$ cat config.mk
export PLATFORM = sky130hd
export DESIGN_NAME = heap_sorter_top
export DESIGN_NICKNAME = d
export VERILOG_FILES = /design/src/rtl/hs_pkg.sv /design/src/rtl/hs_ctrl.sv /design/src/rtl/hs_datapath.sv /design/src/rtl/heap_sorter_top.sv
export SDC_FILE = /design/constraint.sdc
export NUM_CORES = 2
export LEC_CHECK = 0
export BUFFER_PORTS_ARGS = -buffer_cell sky130_fd_sc_hd__buf_2
export CAP_MARGIN = 20
export CELL_PAD_IN_SITES_DETAIL_PLACEMENT = 1
export CELL_PAD_IN_SITES_GLOBAL_PLACEMENT = 1
export CORE_MARGIN = 5
export CORE_UTILIZATION = 49
export DETAILED_ROUTE_END_ITERATION = 12
export GPL_TIMING_DRIVEN = 1
export PLACE_DENSITY = 0.73
export SYNTH_ARGS = -nofsm -noshare
export SYNTH_HDL_FRONTEND = slang
export SYNTH_SLANG_ARGS = --single-unit
$ cat constraint.sdc
create_clock -name i_clk -period 6.68 [get_ports i_clk]
set_input_delay 0.334 -clock i_clk [delete_from_list [all_inputs] [get_ports i_clk]]
set_output_delay 0.334 -clock i_clk [all_outputs]
set_load 0.05 [all_outputs]
$ cat src/rtl/hs_pkg.sv
package hs_pkg;

    localparam int CAPACITY = 64;
    localparam int DATA_W   = 32;
    localparam int ADDR_W   = $clog2(CAPACITY);
    localparam int CNT_W    = $clog2(CAPACITY + 1);
    localparam int CHILD_W  = ADDR_W + 1;

    typedef enum logic [3:0] {
        S_LOAD,
        S_INIT,
        S_BUILD_RD,
        S_BUILD_LD,
        S_SIFT_RL,
        S_SIFT_RR,
        S_SIFT_CMP,
        S_SORT_RD0,
        S_SORT_RDI,
        S_SORT_SW,
        S_OUT_RD,
        S_OUT_LD
    } t_state;

    typedef enum logic [3:0] {
        OP_IDLE,
        OP_STORE,
        OP_BUILD_INIT,
        OP_BUILD_RD,
        OP_BUILD_LD,
        OP_SIFT_RL,
        OP_SIFT_RR,
        OP_SIFT_CMP,
        OP_SORT_RD0,
        OP_SORT_RDI,
        OP_SORT_SW,
        OP_OUT_RD,
        OP_OUT_LD
    } t_op;

    typedef struct packed {
        t_op  op;
        logic idx_dec;
        logic sort_init;
        logic out_init;
    } t_cmd;

    typedef struct packed {
        logic full;
        logic count_nz;
        logic left_in;
        logic child_wins;
        logic idx_zero;
        logic idx_one;
        logic out_free;
        logic out_last;
    } t_status;

endpackage

$ cat src/rtl/hs_ctrl.sv
module hs_ctrl
    import hs_pkg::*;
(
    input  logic    i_clk,
    input  logic    i_rst_n,
    input  logic    i_in_valid,
    input  logic    i_in_last,
    output logic    o_in_ready,
    input  t_status i_st,
    output t_cmd    o_cmd
);

    t_state r_state;
    t_state n_state;
    logic   r_sorting;
    logic   n_sorting;

    always_ff @(posedge i_clk) begin
        if (!i_rst_n) begin
            r_state   <= S_LOAD;
            r_sorting <= 1'b0;
        end else begin
            r_state   <= n_state;
            r_sorting <= n_sorting;
        end
    end

    always_comb begin
        n_state        = r_state;
        n_sorting      = r_sorting;
        o_in_ready     = 1'b0;
        o_cmd.op       = OP_IDLE;
        o_cmd.idx_dec  = 1'b0;
        o_cmd.sort_init = 1'b0;
        o_cmd.out_init = 1'b0;
        case (r_state)
            S_LOAD: begin
                o_in_ready = i_rst_n;
                if (i_in_valid && i_rst_n) begin
                    o_cmd.op = OP_STORE;
                    if (i_in_last) begin
                        if (i_st.full || i_st.count_nz) begin
                            n_state = S_INIT;
                        end else begin
                            o_cmd.out_init = 1'b1;
                            n_state        = S_OUT_RD;
                        end
                    end
                end
            end
            S_INIT: begin
                o_cmd.op  = OP_BUILD_INIT;
                n_sorting = 1'b0;
                n_state   = S_BUILD_RD;
            end
            S_BUILD_RD: begin
                o_cmd.op = OP_BUILD_RD;
                n_state  = S_BUILD_LD;
            end
            S_BUILD_LD: begin
                o_cmd.op = OP_BUILD_LD;
                n_state  = S_SIFT_RL;
            end
            S_SIFT_RL, S_SIFT_CMP: begin
                o_cmd.op = (r_state == S_SIFT_RL) ? OP_SIFT_RL : OP_SIFT_CMP;
                if (r_state == S_SIFT_RL && i_st.left_in) begin
                    n_state = S_SIFT_RR;
                end else if (r_state == S_SIFT_CMP && i_st.child_wins) begin
                    n_state = S_SIFT_RL;
                end else if (!r_sorting) begin
                    if (i_st.idx_zero) begin
                        o_cmd.sort_init = 1'b1;
                        n_sorting       = 1'b1;
                        n_state         = S_SORT_RD0;
                    end else begin
                        o_cmd.idx_dec = 1'b1;
                        n_state       = S_BUILD_RD;
                    end
                end else begin
                    if (i_st.idx_one) begin
                        o_cmd.out_init = 1'b1;
                        n_sorting      = 1'b0;
                        n_state        = S_OUT_RD;
                    end else begin
                        o_cmd.idx_dec = 1'b1;
                        n_state       = S_SORT_RD0;
                    end
                end
            end
            S_SIFT_RR: begin
                o_cmd.op = OP_SIFT_RR;
                n_state  = S_SIFT_CMP;
            end
            S_SORT_RD0: begin
                o_cmd.op = OP_SORT_RD0;
                n_state  = S_SORT_RDI;
            end
            S_SORT_RDI: begin
                o_cmd.op = OP_SORT_RDI;
                n_state  = S_SORT_SW;
            end
            S_SORT_SW: begin
                o_cmd.op = OP_SORT_SW;
                n_state  = S_SIFT_RL;
            end
            S_OUT_RD: begin
                o_cmd.op = OP_OUT_RD;
                n_state  = S_OUT_LD;
            end
            S_OUT_LD: begin
                o_cmd.op = OP_OUT_LD;
                if (i_st.out_free) begin
                    n_state = i_st.out_last ? S_LOAD : S_OUT_RD;
                end
            end
            default: begin
                n_state = S_LOAD;
            end
        endcase
    end

endmodule

$ cat src/rtl/hs_datapath.sv
module hs_datapath
    import hs_pkg::*;
(
    input  logic              i_clk,
    input  logic              i_rst_n,
    input  t_cmd              i_cmd,
    output t_status           o_st,
    input  logic [DATA_W-1:0] i_value,
    output logic              o_out_valid,
    input  logic              i_out_ready,
    output logic [DATA_W-1:0] o_out_value,
    output logic              o_out_final,
    output logic              o_out_ovf
);

    logic signed [DATA_W-1:0] r_mem [CAPACITY];
    logic signed [DATA_W-1:0] r_rd_data;
    logic signed [DATA_W-1:0] r_v;
    logic signed [DATA_W-1:0] r_left;
    logic signed [DATA_W-1:0] r_top;
    logic [CNT_W-1:0]         r_count;
    logic                     r_drop;
    logic [ADDR_W-1:0]        r_idx;
    logic [ADDR_W-1:0]        r_pos;
    logic [CNT_W-1:0]         r_len;
    logic                     r_out_valid;
    logic [DATA_W-1:0]        r_out_value;
    logic                     r_out_final;
    logic                     r_out_ovf;

    logic [CHILD_W-1:0]       left_idx;
    logic [CHILD_W-1:0]       right_idx;
    logic                     left_in;
    logic                     right_in;
    logic                     left_wins;
    logic signed [DATA_W-1:0] big_val;
    logic                     right_wins;
    logic                     child_wins;
    logic                     out_free;
    logic                     out_last;
    logic                     rd_en;
    logic [ADDR_W-1:0]        rd_addr;
    logic                     wr_en;
    logic [ADDR_W-1:0]        wr_addr;
    logic signed [DATA_W-1:0] wr_data;
    logic [CNT_W-1:0]         idx_ext;

    assign left_idx   = {r_pos, 1'b1};
    assign right_idx  = left_idx + CHILD_W'(1);
    assign left_in    = left_idx < r_len;
    assign right_in   = right_idx < r_len;
    assign left_wins  = r_left > r_v;
    assign big_val    = left_wins ? r_left : r_v;
    assign right_wins = right_in && (r_rd_data > big_val);
    assign child_wins = left_wins || right_wins;
    assign out_free   = !r_out_valid || i_out_ready;
    assign idx_ext    = {1'b0, r_idx};
    assign out_last   = (idx_ext + CNT_W'(1)) == r_count;

    assign o_st.full       = r_count == CNT_W'(CAPACITY);
    assign o_st.count_nz   = r_count != '0;
    assign o_st.left_in    = left_in;
    assign o_st.child_wins = child_wins;
    assign o_st.idx_zero   = r_idx == '0;
    assign o_st.idx_one    = r_idx == ADDR_W'(1);
    assign o_st.out_free   = out_free;
    assign o_st.out_last   = out_last;

    always_comb begin
        rd_en   = 1'b0;
        rd_addr = r_idx;
        wr_en   = 1'b0;
        wr_addr = r_pos;
        wr_data = r_v;
        case (i_cmd.op)
            OP_STORE: begin
                wr_en   = r_count < CNT_W'(CAPACITY);
                wr_addr = r_count[ADDR_W-1:0];
                wr_data = i_value;
            end
            OP_BUILD_RD, OP_OUT_RD: begin
                rd_en = 1'b1;
            end
            OP_SIFT_RL: begin
                if (left_in) begin
                    rd_en   = 1'b1;
                    rd_addr = left_idx[ADDR_W-1:0];
                end else begin
                    wr_en = 1'b1;
                end
            end
            OP_SIFT_RR: begin
                rd_en   = 1'b1;
                rd_addr = right_idx[ADDR_W-1:0];
            end
            OP_SIFT_CMP: begin
                wr_en = 1'b1;
                if (child_wins) begin
                    wr_data = right_wins ? r_rd_data : r_left;
                end
            end
            OP_SORT_RD0: begin
                rd_en   = 1'b1;
                rd_addr = '0;
            end
            OP_SORT_RDI: begin
                rd_en = 1'b1;
            end
            OP_SORT_SW: begin
                wr_en   = 1'b1;
                wr_addr = r_idx;
                wr_data = r_top;
            end
            default: begin
                rd_en = 1'b0;
            end
        endcase
    end

    always_ff @(posedge i_clk) begin
        if (wr_en) begin
            r_mem[wr_addr] <= wr_data;
        end
        if (rd_en) begin
            r_rd_data <= r_mem[rd_addr];
        end
    end

    always_ff @(posedge i_clk) begin
        case (i_cmd.op)
            OP_BUILD_LD: begin
                r_v   <= r_rd_data;
                r_pos <= r_idx;
            end
            OP_SIFT_RR: begin
                r_left <= r_rd_data;
            end
            OP_SIFT_CMP: begin
                if (child_wins) begin
                    r_pos <= right_wins ? right_idx[ADDR_W-1:0] : left_idx[ADDR_W-1:0];
                end
            end
            OP_SORT_RDI: begin
                r_top <= r_rd_data;
            end
            OP_SORT_SW: begin
                r_v   <= r_rd_data;
                r_pos <= '0;
                r_len <= idx_ext;
            end
            OP_BUILD_INIT: begin
                r_len <= r_count;
            end
            default: begin
                r_len <= r_len;
            end
        endcase
        if (i_cmd.op == OP_OUT_LD && out_free) begin
            r_out_value <= r_rd_data;
            r_out_final <= out_last;
            r_out_ovf   <= r_drop;
        end
    end

    always_ff @(posedge i_clk) begin
        if (!i_rst_n) begin
            r_count     <= '0;
            r_drop      <= 1'b0;
            r_idx       <= '0;
            r_out_valid <= 1'b0;
        end else begin
            if (i_cmd.op == OP_STORE) begin
                if (r_count < CNT_W'(CAPACITY)) begin
                    r_count <= r_count + CNT_W'(1);
                end else begin
                    r_drop <= 1'b1;
                end
            end
            if (i_cmd.op == OP_BUILD_INIT) begin
                r_idx <= ADDR_W'((r_count - CNT_W'(2)) >> 1);
            end else if (i_cmd.sort_init) begin
                r_idx <= ADDR_W'(r_count - CNT_W'(1));
            end else if (i_cmd.out_init) begin
                r_idx <= '0;
            end else if (i_cmd.idx_dec) begin
                r_idx <= r_idx - ADDR_W'(1);
            end else if (i_cmd.op == OP_OUT_LD && out_free && !out_last) begin
                r_idx <= r_idx + ADDR_W'(1);
            end
            if (i_cmd.op == OP_OUT_LD && out_free) begin
                r_out_valid <= 1'b1;
                if (out_last) begin
                    r_count <= '0;
                    r_drop  <= 1'b0;
                end
            end else if (i_out_ready) begin
                r_out_valid <= 1'b0;
            end
        end
    end

    assign o_out_valid = r_out_valid;
    assign o_out_value = r_out_value;
    assign o_out_final = r_out_final;
    assign o_out_ovf   = r_out_ovf;

endmodule

$ cat src/rtl/heap_sorter_top.sv
// Loading accepts one input word per cycle; the store holds up to 64 words. After
// the word marked last, a max-heap is built and sorted in place by one sift unit on
// a single-port memory (a one-word set skips the sort). A sift level reads both
// children, then compares; a sort pass reads the root and the last word, then swaps.
// Results leave one by one, each held while stalled. Synchronous active-low reset
// empties the set and the output register; the store itself is not cleared.
module heap_sorter_top
    import hs_pkg::*;
(
    input  logic        i_clk,
    input  logic        i_rst_n,
    input  logic        s_axis_tvalid,
    output logic        s_axis_tready,
    input  logic [31:0] s_axis_tdata,   // [31:0] value
    input  logic        s_axis_tlast,
    output logic        m_axis_tvalid,
    input  logic        m_axis_tready,
    output logic [31:0] m_axis_tdata,   // [31:0] sorted_value
    output logic        m_axis_tlast,
    output logic        m_axis_tuser    // [0] overflow
);

    t_cmd    cmd;
    t_status st;

    hs_ctrl u_ctrl (
        .i_clk      (i_clk),
        .i_rst_n    (i_rst_n),
        .i_in_valid (s_axis_tvalid),
        .i_in_last  (s_axis_tlast),
        .o_in_ready (s_axis_tready),
        .i_st       (st),
        .o_cmd      (cmd)
    );

    hs_datapath u_dp (
        .i_clk       (i_clk),
        .i_rst_n     (i_rst_n),
        .i_cmd       (cmd),
        .o_st        (st),
        .i_value     (s_axis_tdata),
        .o_out_valid (m_axis_tvalid),
        .i_out_ready (m_axis_tready),
        .o_out_value (m_axis_tdata),
        .o_out_final (m_axis_tlast),
        .o_out_ovf   (m_axis_tuser)
    );

endmodule

==> metrics <==
largest net degree at the start of global routing 84; layout filler cell count roughly 17,000; setup TNS after final layout 0 ns; portion of the post-synthesis area used by sequential elements between 70 and 80%; max-cap violation count 0; DRC violations left 0; Port Buffer Count between 70 and 80; number of instances in the synthesized netlist 5,933; gr ovfl total 0; clock tree from TritonCTS done; Worst Tran Pin Value ~1.6 ns; critical path endpoint category flip-flop; pre-CTS setup slack 0.130 ns; r2r setup slk roughly 0.24 ns; global-route wire length before repair 431,000 um; cell accounting for the most synthesized area edfxtp_1; Synth top area share 72.2%; Async S/R FF share, synth 0%; residual antenna-violating net count after detailed routing 0; via count of the routed design 57,300; number of clock sinks seen by CTS 2,243; relative slew slack -3.42%; Worst-Skew Late Latency slightly below 0.9 ns; aggregate routed wire length 308,000 um; buffer levels on the longest clock path 3; Post-synth EDFFs ~2,200; total global routing track utilization a little under a third; antenna violations before repair 15; final net count ~6,300; hold violation total from the final report 0; register area roughly 0.067 mm2; Clock Root Buffer clkbuf_16; leading register cell type out of synthesis edfxtp_1; highest net fanout along the worst path between 40 and 50; number of buffers created by CTS 222; Mapped Area 0.0925 mm2; synth unique cells 66; per-cell via count in the routed design roughly 6.5; number of cell instances on the worst register-to-register path 22; post-route worst hold slack roughly 0.26 ns; reported leakage power around 40 nW; syn_nets slightly above 6,000; total die area 0.197 mm2; top-count cell post-synth edfxtp_1; post-detailed-placement half-perimeter wirelength about 170,000 um; H-tree levels 4; reg2reg start u_dp.r_left[21]; area of the placeable core approximately 0.19 mm2; vertical die dimension ~440 um; IR drop worst, VDD approximately 320 uV; Starting Density between 40% and 50%; Data required, critical path 7.36 ns; DRT iter0 DRCs about 7,000; most used standard cells in the synthesized netlist 2,223 x edfxtp_1, 1,029 x mux2i_1, 849 x nand2_1; period utilization a little over nine tenths; status complete, but fails checks; Crit Reg-Reg Endpoint u_dp.r_mem[13][25]; Hold Crit Start s_axis_tdata[1]; clk_skew a little under 0.07 ns; critical path class reg2reg; Layout Utilization 56.4%; number of register bits inferred by synthesis about 2,200; Die X-Extent between 400 and 500 um; Final Total Pwr 47.7 mW; pins over their slew limit 8; synthesized area per cell ~16 um2; Worst Hold Path Cells 3; worst path setup slack after routing 0.236 ns; RD Place Congestion ~0.9; Core Rows roughly 160; Worst Setup Start Kind flip-flop; ratio of cells with drive above 1 in the final layout approximately 15%; average detailed-routed wire length per instance about 35 um; arrival time at the worst endpoint 7.12 ns; leading cell types by total area after synthesis edfxtp_1 72%, mux2i_1 11%, nand2_1 3.4%; clock transition at the registers of the reported paths around 0.060 ns; Synthesis Warnings 0; synthesis-to-layout area growth 14.6%; number of global-route vias before repair roughly 58,000; Endpoint, Worst Hold u_dp.r_mem[48][1]; number of detailed-routing iterations run before antenna repair 6; type of the worst min-delay path in2reg; IO Pins 73; failing checks slew limit; combined area of the multi-input logic cells 0.0246 mm2; fmax ~160 MHz; minimum clock period after layout 6.44 ns; final setup violation count 0; pwr dens 450 mW/mm2
report_power, final:
| group | leakage [nW] | switching [mW] | internal (mW) | total, mW |
|---|---|---|---|---|
| Clock | 3.46 | 5.46 | 6.91 | 12.4 |
| Combinational | 16.2 | 11.1 | 5.74 | 16.8 |
| Sequential | 20.2 | 0.581 | 17.9 | 18.5 |
| Total | 39.8 | 17.1 | 30.5 | 47.7 |
logic make-up after synthesis:
family | Yosys count | synth area share [%]
DFF | 2243 | 72.6
and+or+nand+nor | 1504 | 7.11
muxes | 1158 | 12.7
AOI/OAI and AO/OA | 493 | 4.19
buffers and inverters | 416 | 1.88
adders and majority gates | 85 | 1.15
xor gates and xnor gates | 34 | 0.322
state kept, by name, indices dropped and copies added (netlist names), 4 cells and up:
register,flops
u_dp.r_idx,6
u_dp.r_left,32
u_dp.r_len,7
u_dp.r_mem,2048
u_dp.r_pos,6
u_dp.r_rd_data,32
u_dp.r_count,7
u_dp.o_out_value,32
u_dp.r_v,32
u_ctrl.r_state,4
u_dp.r_top,32
worst max-delay path by stage:
stage                          startpoint                 end  slack [ns]  cells after the start
final                     u_dp.r_left[21]  u_dp.r_mem[13][25]        0.24                     22
after global routing         u_dp.r_v[17]  u_dp.r_mem[35][25]       -0.02                     23
after CTS                 u_dp.r_left[21]   u_dp.r_mem[8][28]        0.06                     22
after detailed placement  u_dp.r_left[21]   u_dp.r_mem[1][27]        0.13                     22
after global placement    u_dp.r_left[23]  u_dp.r_mem[36][12]        0.24                     22
after floorplan           u_dp.r_left[21]   u_dp.r_mem[0][18]       -0.43                     22
final cells by class:
type                       instances  share of cell area, %
antenna                            5                 0.0118
clock buffer                     277                   5.53
clock inverter                   128                   1.18
inverter                          58                  0.206
multi-input combinational       3276                   23.2
sequential                      2243                   63.4
tap                             2495                   2.95
timing repair buffer             361                   3.53
repair_timing:
item	in CTS	in global routing
resized for setup	0	29
setup endpoints to repair	0	1227
setup buffers	0	8
hold buffers	4	0
endpoints found under the hold margin	11	0
critical path: stages (launching register included):
cell and delay (ns):
edfxtp_1 0.41, ha_1 0.34, a21oi_1 0.19, o21ai_1 0.08
a22oi_1 0.25, or4b_1 0.52, a22o_1 0.27, nor2_4 0.28
buf_4 0.34, mux2i_1 0.34, ha_1 0.33, a21oi_1 0.18
nand2_1 0.10, a221o_1 0.36, o31a_1 0.29, o22ai_2 0.22
or2_2 0.25, buf_4 0.32, nor2_1 0.07, a211oi_1 0.33
a221oi_2 0.12, a21oi_4 0.34, buf_12 0.26
layer usage:
metal	track usage [%]	wire [um]
met5	0	27
met4	15.7	18200
met3	5.48	29100
met2	47.1	140000
met1	41.8	121000
stage by stage:
step | cells | cell area [um2]
2_1_floorplan | 5933 | 92500
3_3_place_gp | 8417 | 98600
3_5_place_dp | 8419 | 98600
4_1_cts | 8828 | 106000
5_1_grt | 8838 | 106000
6_report | 8843 | 106000
cells in the final DEF, fill, tap and decap left out, types with 67 or more instances in the layout:
cell	n
edfxtp_1	2223
mux2i_1	1029
nand2_1	844
clkbuf_16	226
nand3_1	223
buf_4	183
and3_1	136
mux2_2	129
a311oi_1	128
nor2_1	113
buf_12	90
ha_1	85
buf_2	72
nor2_4	67
Note: power is estimated with default switching activity, not from simulation.
